## config.mk

```make
export PLATFORM = sky130hd
export DESIGN_NAME = step_sequencer_note_lookup_top
export DESIGN_NICKNAME = d
export VERILOG_FILES = /design/src/ssnl_pkg.sv /design/src/ssnl_step_mem.sv /design/src/ssnl_mod_unit.sv /design/src/step_sequencer_note_lookup_top.sv
export VERILOG_INCLUDE_DIRS = /design/src /design/src/src
export SDC_FILE = /design/constraint.sdc
export NUM_CORES = 1
export LEC_CHECK = 0
export BUFFER_PORTS_ARGS = -buffer_cell sky130_fd_sc_hd__buf_2
export CAP_MARGIN = 5
export CORE_ASPECT_RATIO = 1.4
export CORE_MARGIN = 3
export CORE_UTILIZATION = 55
export CTS_CLUSTER_SIZE = 24
export DETAILED_ROUTE_END_ITERATION = 16
export PLACE_DENSITY = 0.82
export SYNTH_ARGS = -nofsm -noshare
export SYNTH_HDL_FRONTEND = slang
export SYNTH_SLANG_ARGS = --single-unit
```

## constraint.sdc

```tcl
create_clock -name clk -period 5.53 [get_ports clk]
set_clock_uncertainty 0.1 [all_clocks]
set_input_delay 0.2765 -clock clk [delete_from_list [all_inputs] [get_ports clk]]
set_output_delay 0.2765 -clock clk [all_outputs]
set_load 0.01 [all_outputs]
```

## src/step_sequencer_note_lookup_top_defines.svh

```systemverilog
// ----------------------------------------------------------------------------
// Step sequencer note lookup: assertion macros
// Shared concurrent assertion forms, clocked on clk and disabled in reset.
// ----------------------------------------------------------------------------
`ifndef STEP_SEQUENCER_NOTE_LOOKUP_TOP_DEFINES_SVH
`define STEP_SEQUENCER_NOTE_LOOKUP_TOP_DEFINES_SVH

// Check that cond holds in the same cycle as trig.
`define SSNL_ASSERT_SAME(lbl, trig, cond, msg) \
  lbl: assert property (@(posedge clk) disable iff (!rst_n) (trig) |-> (cond)) \
    else $error(msg);

// Check that cond holds in the cycle after trig.
`define SSNL_ASSERT_NEXT(lbl, trig, cond, msg) \
  lbl: assert property (@(posedge clk) disable iff (!rst_n) (trig) |=> (cond)) \
    else $error(msg);

`endif

```

## src/ssnl_pkg.sv

```systemverilog
// ----------------------------------------------------------------------------
// Step sequencer note lookup: package
// Shared codes, field widths and status types.
// ----------------------------------------------------------------------------
`default_nettype none

package ssnl_pkg;

  localparam int TIME_W  = 32;
  localparam int INDEX_W = 6;
  localparam int VALUE_W = 8;
  localparam int SINCE_W = 23;
  localparam int CFG_W   = 7;

  localparam logic [VALUE_W-1:0] HOLD_CODE = 8'hFF;
  localparam logic [VALUE_W-1:0] REST_CODE = 8'hFE;

  localparam logic [1:0] ST_NOTE  = 2'd0;
  localparam logic [1:0] ST_REST  = 2'd1;
  localparam logic [1:0] ST_HOLDS = 2'd2;
  localparam logic [1:0] ST_WRITE = 2'd3;

  localparam logic CFG_SEQ_LENGTH = 1'b0;
  localparam logic CFG_STEPS_LOG2 = 1'b1;

  typedef enum logic [3:0] {
    S_IDLE = 4'b0001,
    S_DIV  = 4'b0010,
    S_LOAD = 4'b0100,
    S_SRCH = 4'b1000
  } state_t;

  typedef struct packed {
    logic busy;
    logic done;
  } div_stat_t;

endpackage

`default_nettype wire

```

## src/ssnl_step_mem.sv

```systemverilog
// ----------------------------------------------------------------------------
// Step sequencer note lookup: step table
// Single-port write, registered-read memory holding one value per step.
// ----------------------------------------------------------------------------
`default_nettype none

module ssnl_step_mem
  import ssnl_pkg::*;
#(
  parameter int DEPTH = 64,
  parameter int AW    = 6
) (
  input  wire logic               clk,
  input  wire logic               wr_en,
  input  wire logic [AW-1:0]      wr_addr,
  input  wire logic [VALUE_W-1:0] wr_data,
  input  wire logic [AW-1:0]      rd_addr,
  output logic      [VALUE_W-1:0] rd_data_r
);

  logic [VALUE_W-1:0] mem [DEPTH];

  always_ff @(posedge clk) begin
    if (wr_en) begin
      mem[wr_addr] <= wr_data;
    end
  end

  always_ff @(posedge clk) begin
    rd_data_r <= mem[rd_addr];
  end

endmodule

`default_nettype wire

```

## src/ssnl_mod_unit.sv

```systemverilog
// ----------------------------------------------------------------------------
// Step sequencer note lookup: remainder unit
// Restoring remainder, one dividend bit per cycle, MSB first.
// ----------------------------------------------------------------------------
`default_nettype none

module ssnl_mod_unit
  import ssnl_pkg::*;
#(
  parameter int LW = 7
) (
  input  wire logic              clk,
  input  wire logic              rst_n,
  input  wire logic              start,
  input  wire logic [TIME_W-1:0] dividend,
  input  wire logic [LW-1:0]     divisor,
  output logic      [LW-1:0]     rem,
  output div_stat_t              stat
);

  localparam int CW = $clog2(TIME_W + 1);

  logic [TIME_W-1:0] q_r, q_nxt;
  logic [LW-1:0]     rem_r, rem_nxt;
  logic [LW-1:0]     dvs_r;
  logic [CW-1:0]     cnt_r, cnt_nxt;
  logic              run_r, run_nxt;
  logic              done_r, done_nxt;
  logic [LW:0]       trial;
  logic [LW:0]       diff;

  assign trial = {rem_r, q_r[TIME_W-1]};
  assign diff  = trial - {1'b0, dvs_r};

  always_comb begin
    q_nxt    = q_r;
    rem_nxt  = rem_r;
    cnt_nxt  = cnt_r;
    run_nxt  = run_r;
    done_nxt = 1'b0;
    if (start) begin
      q_nxt   = dividend;
      rem_nxt = '0;
      cnt_nxt = CW'(TIME_W);
      run_nxt = 1'b1;
    end else if (run_r) begin
      q_nxt   = {q_r[TIME_W-2:0], 1'b0};
      rem_nxt = (trial >= {1'b0, dvs_r}) ? diff[LW-1:0] : trial[LW-1:0];
      cnt_nxt = cnt_r - CW'(1);
      if (cnt_r == CW'(1)) begin
        run_nxt  = 1'b0;
        done_nxt = 1'b1;
      end
    end
  end

  always_ff @(posedge clk) begin
    if (!rst_n) begin
      cnt_r  <= '0;
      run_r  <= 1'b0;
      done_r <= 1'b0;
    end else begin
      cnt_r  <= cnt_nxt;
      run_r  <= run_nxt;
      done_r <= done_nxt;
    end
  end

  always_ff @(posedge clk) begin
    q_r   <= q_nxt;
    rem_r <= rem_nxt;
    if (start) begin
      dvs_r <= divisor;
    end
  end

  assign rem       = rem_r;
  assign stat.busy = run_r;
  assign stat.done = done_r;

endmodule

`default_nettype wire

```

## src/step_sequencer_note_lookup_top.sv

```systemverilog
// ----------------------------------------------------------------------------
// Step sequencer note lookup: top level
// Step table with write and time-query items; a query finds the current step
// and searches backwards past hold entries for the note in effect.
// ----------------------------------------------------------------------------
//
//  Channel   Ports                                         Handshake
//  -------   --------------------------------------------  --------------------
//  input     in_mode in_step_index in_step_value           start & !busy
//            in_time_beats
//  result    out_status out_note out_since_note             out_strobe, 1 cycle
//            out_current_step
//  config    cfg_index cfg_wdata                            cfg_we
//
//  Timing: a write item is answered in the cycle after it is taken. A query
//  item passes through the remainder unit (one time bit per cycle), a
//  handover and the issue of the first read, then n table reads, one per
//  cycle through the single memory read port, where n (1 to len+1) is the
//  number of table reads; the result is then registered and shown.
//  Reset: synchronous, active low; clears control state and sets seq_length
//  to 16 and steps_per_beat_log2 to 2. The step table is not cleared.
//  Stalls: busy is high while a query is in flight; the receiver cannot stall,
//  so each result shows for one cycle only. A new item may be taken in the
//  cycle a result is shown.
// ----------------------------------------------------------------------------
`default_nettype none

`include "step_sequencer_note_lookup_top_defines.svh"

module step_sequencer_note_lookup_top
  import ssnl_pkg::*;
#(
  parameter int MAX_STEPS = 64,
  parameter int FRAC_BITS = 16
) (
  input  wire logic                      clk,
  input  wire logic                      rst_n,
  input  wire logic                      start,
  output logic                           busy,
  input  wire logic                      in_mode,
  input  wire logic        [INDEX_W-1:0] in_step_index,
  input  wire logic signed [VALUE_W-1:0] in_step_value,
  input  wire logic        [TIME_W-1:0]  in_time_beats,
  output logic                           out_strobe,
  output logic             [1:0]         out_status,
  output logic signed      [VALUE_W-1:0] out_note,
  output logic             [SINCE_W-1:0] out_since_note,
  output logic             [INDEX_W-1:0] out_current_step,
  input  wire logic                      cfg_we,
  input  wire logic                      cfg_index,
  input  wire logic        [CFG_W-1:0]   cfg_wdata
);

  // Widths derived from the table depth and the fraction width.
  localparam int IW  = $clog2(MAX_STEPS);
  localparam int LW  = $clog2(MAX_STEPS + 1);
  localparam int XW  = (IW > INDEX_W) ? IW : INDEX_W;
  localparam int SHW = $clog2(FRAC_BITS + 1);
  localparam int SW  = LW + FRAC_BITS;
  localparam int WW  = (SW > SINCE_W) ? SW : SINCE_W;

  // Configuration registers.
  logic [CFG_W-1:0] seq_len_r;
  logic [2:0]       spb_log2_r;

  // Control and query context.
  state_t            state_r, state_nxt;
  logic [LW-1:0]     len_r, len_nxt;
  logic [SHW-1:0]    shift_r, shift_nxt;
  logic [TIME_W-1:0] t_r;
  logic [IW-1:0]     cur_r, cur_nxt;
  logic [IW-1:0]     addr_r, addr_nxt;
  logic [LW-1:0]     search_r, search_nxt;

  // Result registers.
  logic               strobe_r, strobe_nxt;
  logic [1:0]         status_r, status_nxt;
  logic [VALUE_W-1:0] note_r, note_nxt;
  logic [SINCE_W-1:0] since_r, since_nxt;
  logic [INDEX_W-1:0] step_r, step_nxt;

  logic               accept;
  logic               qry_acc;
  logic               wr_acc;
  logic [XW-1:0]      idx_ext;
  logic               idx_ok;
  logic [LW-1:0]      len_calc;
  logic [SHW-1:0]     shift_calc;
  logic [TIME_W-1:0]  q_in;
  logic [IW-1:0]      rd_addr;
  logic [VALUE_W-1:0] rd_data;
  logic [LW-1:0]      div_rem;
  div_stat_t          div_stat;
  logic               srch_end;
  logic [TIME_W-1:0]  off_mask;
  logic [WW-1:0]      since_wide;
  logic [XW-1:0]      cur_ext;

  // Step back one entry, wrapping to the end of the active sequence.
  function automatic logic [IW-1:0] step_back(input logic [IW-1:0] pos,
                                              input logic [LW-1:0] len);
    logic [LW-1:0] last;
    last = len - LW'(1);
    return (pos == '0) ? last[IW-1:0] : pos - IW'(1);
  endfunction

  assign busy    = (state_r != S_IDLE);
  assign accept  = start && !busy;
  assign qry_acc = accept && in_mode;
  assign wr_acc  = accept && !in_mode;

  // Write address: drop writes beyond the table.
  assign idx_ext = XW'(in_step_index);
  assign idx_ok  = (32'(in_step_index) < 32'(MAX_STEPS));

  // Clamp the sequence length into 1..MAX_STEPS.
  always_comb begin
    if (seq_len_r == '0) begin
      len_calc = LW'(1);
    end else if (32'(seq_len_r) > 32'(MAX_STEPS)) begin
      len_calc = LW'(MAX_STEPS);
    end else begin
      len_calc = LW'(seq_len_r);
    end
  end

  // Step length is 2^shift raw units; a rate finer than the fraction saturates.
  assign shift_calc = (32'(spb_log2_r) < 32'(FRAC_BITS))
                    ? (SHW'(FRAC_BITS) - SHW'(spb_log2_r)) : '0;
  assign q_in = in_time_beats >> shift_calc;

  // Configuration writes.
  always_ff @(posedge clk) begin
    if (!rst_n) begin
      seq_len_r  <= CFG_W'(16);
      spb_log2_r <= 3'd2;
    end else if (cfg_we) begin
      unique case (cfg_index)
        CFG_SEQ_LENGTH: seq_len_r  <= cfg_wdata;
        CFG_STEPS_LOG2: spb_log2_r <= cfg_wdata[2:0];
      endcase
    end
  end

  ssnl_mod_unit #(
    .LW (LW)
  ) u_mod (
    .clk      (clk),
    .rst_n    (rst_n),
    .start    (qry_acc),
    .dividend (q_in),
    .divisor  (len_calc),
    .rem      (div_rem),
    .stat     (div_stat)
  );

  // Issue the current step first, then walk back one entry per cycle.
  assign rd_addr = (state_r == S_LOAD) ? cur_r : addr_r;

  ssnl_step_mem #(
    .DEPTH (MAX_STEPS),
    .AW    (IW)
  ) u_mem (
    .clk       (clk),
    .wr_en     (wr_acc && idx_ok),
    .wr_addr   (idx_ext[IW-1:0]),
    .wr_data   (in_step_value),
    .rd_addr   (rd_addr),
    .rd_data_r (rd_data)
  );

  // Stop on the first non-hold entry or after len+1 reads.
  assign srch_end = (rd_data != HOLD_CODE) || (search_r >= len_r);

  // Time since the step that ended the search: whole steps plus in-step offset.
  assign off_mask   = ~({TIME_W{1'b1}} << shift_r);
  assign since_wide = (WW'(search_r) << shift_r) | WW'(t_r & off_mask);
  assign cur_ext    = XW'(cur_r);

  always_comb begin
    state_nxt  = state_r;
    len_nxt    = len_r;
    shift_nxt  = shift_r;
    cur_nxt    = cur_r;
    addr_nxt   = addr_r;
    search_nxt = search_r;
    strobe_nxt = 1'b0;
    status_nxt = status_r;
    note_nxt   = note_r;
    since_nxt  = since_r;
    step_nxt   = step_r;
    unique case (state_r)
      S_IDLE: begin
        if (wr_acc) begin
          strobe_nxt = 1'b1;
          status_nxt = ST_WRITE;
          note_nxt   = '0;
          since_nxt  = '0;
          step_nxt   = '0;
        end else if (qry_acc) begin
          len_nxt   = len_calc;
          shift_nxt = shift_calc;
          state_nxt = S_DIV;
        end
      end
      S_DIV: begin
        if (div_stat.done) begin
          cur_nxt   = div_rem[IW-1:0];
          state_nxt = S_LOAD;
        end
      end
      S_LOAD: begin
        addr_nxt   = step_back(cur_r, len_r);
        search_nxt = '0;
        state_nxt  = S_SRCH;
      end
      S_SRCH: begin
        if (srch_end) begin
          strobe_nxt = 1'b1;
          step_nxt   = cur_ext[INDEX_W-1:0];
          note_nxt   = rd_data;
          if (rd_data == REST_CODE) begin
            status_nxt = ST_REST;
            since_nxt  = '0;
          end else begin
            status_nxt = (rd_data == HOLD_CODE) ? ST_HOLDS : ST_NOTE;
            since_nxt  = since_wide[SINCE_W-1:0];
          end
          state_nxt = S_IDLE;
        end else begin
          // Hold entry: advance to the previous step.
          search_nxt = search_r + LW'(1);
          addr_nxt   = step_back(addr_r, len_r);
        end
      end
      default: state_nxt = S_IDLE;
    endcase
  end

  always_ff @(posedge clk) begin
    if (!rst_n) begin
      state_r  <= S_IDLE;
      strobe_r <= 1'b0;
    end else begin
      state_r  <= state_nxt;
      strobe_r <= strobe_nxt;
    end
  end

  always_ff @(posedge clk) begin
    len_r    <= len_nxt;
    shift_r  <= shift_nxt;
    cur_r    <= cur_nxt;
    addr_r   <= addr_nxt;
    search_r <= search_nxt;
    status_r <= status_nxt;
    note_r   <= note_nxt;
    since_r  <= since_nxt;
    step_r   <= step_nxt;
    if (qry_acc) begin
      t_r <= in_time_beats;
    end
  end

  assign out_strobe       = strobe_r;
  assign out_status       = status_r;
  assign out_note         = $signed(note_r);
  assign out_since_note   = since_r;
  assign out_current_step = step_r;

  // Results only show once the block has gone back to idle.
  `SSNL_ASSERT_SAME(a_strobe_idle, out_strobe, !busy, "result shown while busy")
  // The remainder unit runs only while a query waits on it.
  `SSNL_ASSERT_SAME(a_div_owner, div_stat.busy || div_stat.done, state_r == S_DIV,
                    "remainder unit active outside its state")
  // A query item enters the remainder phase.
  `SSNL_ASSERT_NEXT(a_query_start, qry_acc, state_r == S_DIV, "query not started")
  // The search never runs past len+1 reads.
  `SSNL_ASSERT_SAME(a_search_bound, state_r == S_SRCH, search_r <= len_r,
                    "search overran the sequence")
  // A write item is answered in the very next cycle.
  `SSNL_ASSERT_NEXT(a_write_answer, wr_acc, out_strobe && out_status == ST_WRITE,
                    "write item not answered")

endmodule

`default_nettype wire
```

==> flow_metrics.env <==
export IMPL_grt_max_degree=65
export IMPL_min_path_type="in -> reg"
export IMPL_design_area_sq_um=32900
export IMPL_place_hpwl_um=51400
export IMPL_drt_initial_drc_count=2304
export IMPL_clkTransAtPathRegs_ps=70
export IMPL_synthFlopType="edfxtp_1"
export IMPL_cts_root_buf="clkbuf_16"
export IMPL_antenna_left=0
export IMPL_fillers=3743
export IMPL_rsz0062_at_grt="false"
export IMPL_relSlewSlack_pct=4.55
export IMPL_final_setup_tns_ps=0
export IMPL_cts_tree="done"
export IMPL_synthArstFlopShare_pct=0
export IMPL_r2r_start="state_r[2]"
export IMPL_power_density_nw_per_um2=322
export IMPL_netlist_area_sq_um=29300
export IMPL_critPathLaunchType="flip-flop"
export IMPL_pre_cts_slack_ps=1510
export IMPL_port_buffers=99
export IMPL_synth_edff_count=644
export IMPL_clkLatencyLatePin_ps=610
export IMPL_worstSetupPathType="reg -> reg"
export IMPL_placed_area_sq_um=30600
export IMPL_grt_use_total_pct=27.6
export IMPL_grt_pass1_wl_um=119000
export IMPL_finalMaxSlewViolations=0
export IMPL_synthDistinctLibCells=60
export IMPL_finalHoldViolations=0
export IMPL_startpoint="state_r[2]"
export IMPL_overflow=0
export IMPL_drive_gt1_share_pct=13.2
export IMPL_grt_pass1_vias=19900
export IMPL_drc_errors=0
export IMPL_critical_path_arrival_ps=4570
export IMPL_numCtsBuffers=58
export IMPL_fin_util_pct=62.9
export IMPL_area_growth_pct=12.5
export IMPL_io_pins=100
export IMPL_setup_ws_ps=1360
export IMPL_crit_fanout=25
export IMPL_drt_first_pass_iters=6
export IMPL_worstMarginPinSlew_ps=1430
export IMPL_rows=99
export IMPL_vdd_drop_max_mv=0.284
export IMPL_cts_max_level=2
export IMPL_rrSetupSlack_ps=1360
export IMPL_synth_area_per_cell_sq_um=13.2
export IMPL_die_width_um=201
export IMPL_cap_violations=0
export IMPL_postCtsResizedCells=0
export IMPL_fin_crit_sh_pct=75.4
export IMPL_netlist_instances=2212
export IMPL_via_per_inst=6.44
export IMPL_avgRoutedWirePerCell_um=25.6
export IMPL_crit_required_ps=5930
export IMPL_grt_antenna_before_repair=0
export IMPL_cts_sink_count=682
export IMPL_min_from="cfg_we"
export IMPL_fin_nets=2416
export IMPL_max_freq_mhz=240
export IMPL_synth_yosys_seq_area_share_pct=68.6
export IMPL_timing_hold_ws_ps=72.7
export IMPL_dieHeight_um=279
export IMPL_syn_nets=2296
export IMPL_design_core_area_sq_um=52400
export IMPL_clockBufferDepth=3
export IMPL_yosysWarnings=0
export IMPL_floorplan_initialDensity_pct=55.9
export IMPL_ys_seq_elements=682
export IMPL_dr_total_vias=19900
export IMPL_period_minus_slack_ps=4170
export IMPL_finalSetupViolCount=0
export IMPL_gp_congestion=0.970
export IMPL_wirelength_um=79000
export IMPL_die_area_sq_um=56100
export IMPL_power_leakage_nw=11.4
export IMPL_outcome="finished, final reports clean"
export IMPL_end_kind="flip-flop"
-- worst max-delay path, stage by stage, from the launching register on --
cell and delay, ps:
dfxtp_1 440, nor4b_4 480, buf_4 350, mux2i_4 120
buf_4 270, nor2_1 1110, a32oi_1 220, a31oi_1 220
o21ai_0 300, a32o_1 430
-- repair_timing --
item | 4_1_cts | 5_1_grt
endpoints found under the setup margin | 0 | 0
hold buffers | 46 | 0
setup buffers | 0 | 0
hold endpoints to repair | 37 | 0
-- metrics by stage --
step,std cells,power (mW)
finish,3090,10.6
global route,3088,10.9
CTS,3087,10.6
detailed placement,2932,6.60
global placement,2932,6.57
floorplan,2212,6.34
-- metal layers --
metal	GRT usage, %	part of all wire, %	vias to the layer above
li1	-	-	8572
met1	32.3	34	9710
met2	47.6	50	1291
met3	5.01	9.1	320
met4	17.0	6.8	0
met5	0	0	-
-- synth_stat cells, types with 22 or more instances --
| cell type | number | area share [%] |
|---|---|---|
| edfxtp_1 | 644 | 66 |
| a31oi_1 | 29 | 0.62 |
| nor2_1 | 195 | 2.5 |
| nand4_1 | 22 | 0.47 |
| inv_1 | 36 | 0.46 |
| buf_2 | 22 | 0.38 |
| ha_1 | 24 | 1.0 |
| a32oi_1 | 26 | 0.78 |
| mux2_2 | 22 | 0.85 |
| mux2i_1 | 93 | 3.2 |
| clkbuf_1 | 82 | 1.1 |
| nand2_1 | 386 | 4.9 |
| dfxtp_1 | 38 | 2.6 |
| a22oi_1 | 23 | 0.59 |
| a21oi_1 | 72 | 1.2 |
| o21ai_0 | 68 | 1.2 |
| mux4_2 | 44 | 3.4 |
| nand3_1 | 135 | 2.3 |
-- flip-flops by register name, summed over array words and instances, names as in the netlist, 2 cells and up --
register and cells:
out_note 8, cur_ext 6, out_status 2, u_mod.rem 7
out_since_note 23, addr_r 6, u_mem.mem 512, spb_log2_r 3
shift_r 5, u_mem.rd_data_r 8, u_mod.dvs_r 7, state_r 4
search_r 7, t_r 23, out_current_step 6, len_r 7
u_mod.q_r 32, u_mod.cnt_r 6, seq_len_r 7
-- area by class of cell --
type	instances	area, sq um	area share [%]
timing repair buffer	185	1280	3.89
sequential	682	20100	61.0
antenna	2	5.00	0.0152
inverter	36	135	0.410
tap	707	885	2.69
multi-input combinational	1369	8630	26.2
clock inverter	29	256	0.779
clock buffer	80	1650	5.00
-- placed cells by master (no fill, tap or decap), drive strengths merged, types with 6 or more instances in the layout --
cell,Yosys,final
o21ai,68,68
a221oi,21,21
a22o,9,9
inv,36,40
nand3,135,135
clkinv,0,19
a211oi,20,20
nor2b,16,16
ha,24,24
a31oi,29,29
xnor2,13,13
and2,15,15
a32oi,26,26
edfxtp,644,644
dfxtp,38,38
and3,10,10
a32o,10,10
a21oi,72,72
mux2i,94,94
o21a,9,9
a21boi,12,12
buf,43,139
nand4,22,22
a21o,10,10
nor2,195,195
mux2,22,22
mux4,44,44
dlygate4sd3,0,46
o22ai,7,7
nand2b,6,6
nor3,14,14
a22oi,23,23
nand2,386,386
clkbuf,82,80
xor2,7,7
-- report_power, final --
| group | switching, mW | leakage [nW] | total, mW | internal (mW) |
|---|---|---|---|---|
| sequential | 0.0681 | 6.14 | 5.83 | 5.76 |
| combinational | 0.443 | 4.31 | 0.710 | 0.267 |
| clock | 1.81 | 0.944 | 4.09 | 2.27 |
| total | 2.32 | 11.4 | 10.6 | 8.30 |
-- worst paths after layout --
| check | endpoint | cells after the start |
|---|---|---|
| hold reg to reg | u_mod.cnt_r[0] | 2 |
| setup reg to reg | u_mem.rd_data_r[6] | 9 |
| hold / removal | spb_log2_r[0] | 3 |
| setup / recovery | u_mem.rd_data_r[6] | 9 |
-- logic make-up (layout without fill, tap and decap cells) --
logic type,count (synthesis),after routing,share of synthesized area [%]
multiplexers,160,160,7.46
XOR/XNOR,20,20,0.598
buffers and inverters,161,330,2.22
AND/OR/NAND/NOR,824,824,12.2
adder cells (fa/ha/maj),25,25,1.09
flip-flops,682,682,68.6
AO/OA/AOI/OAI,340,340,7.79
other,0,2,0
(Power assumes the default switching activity.)
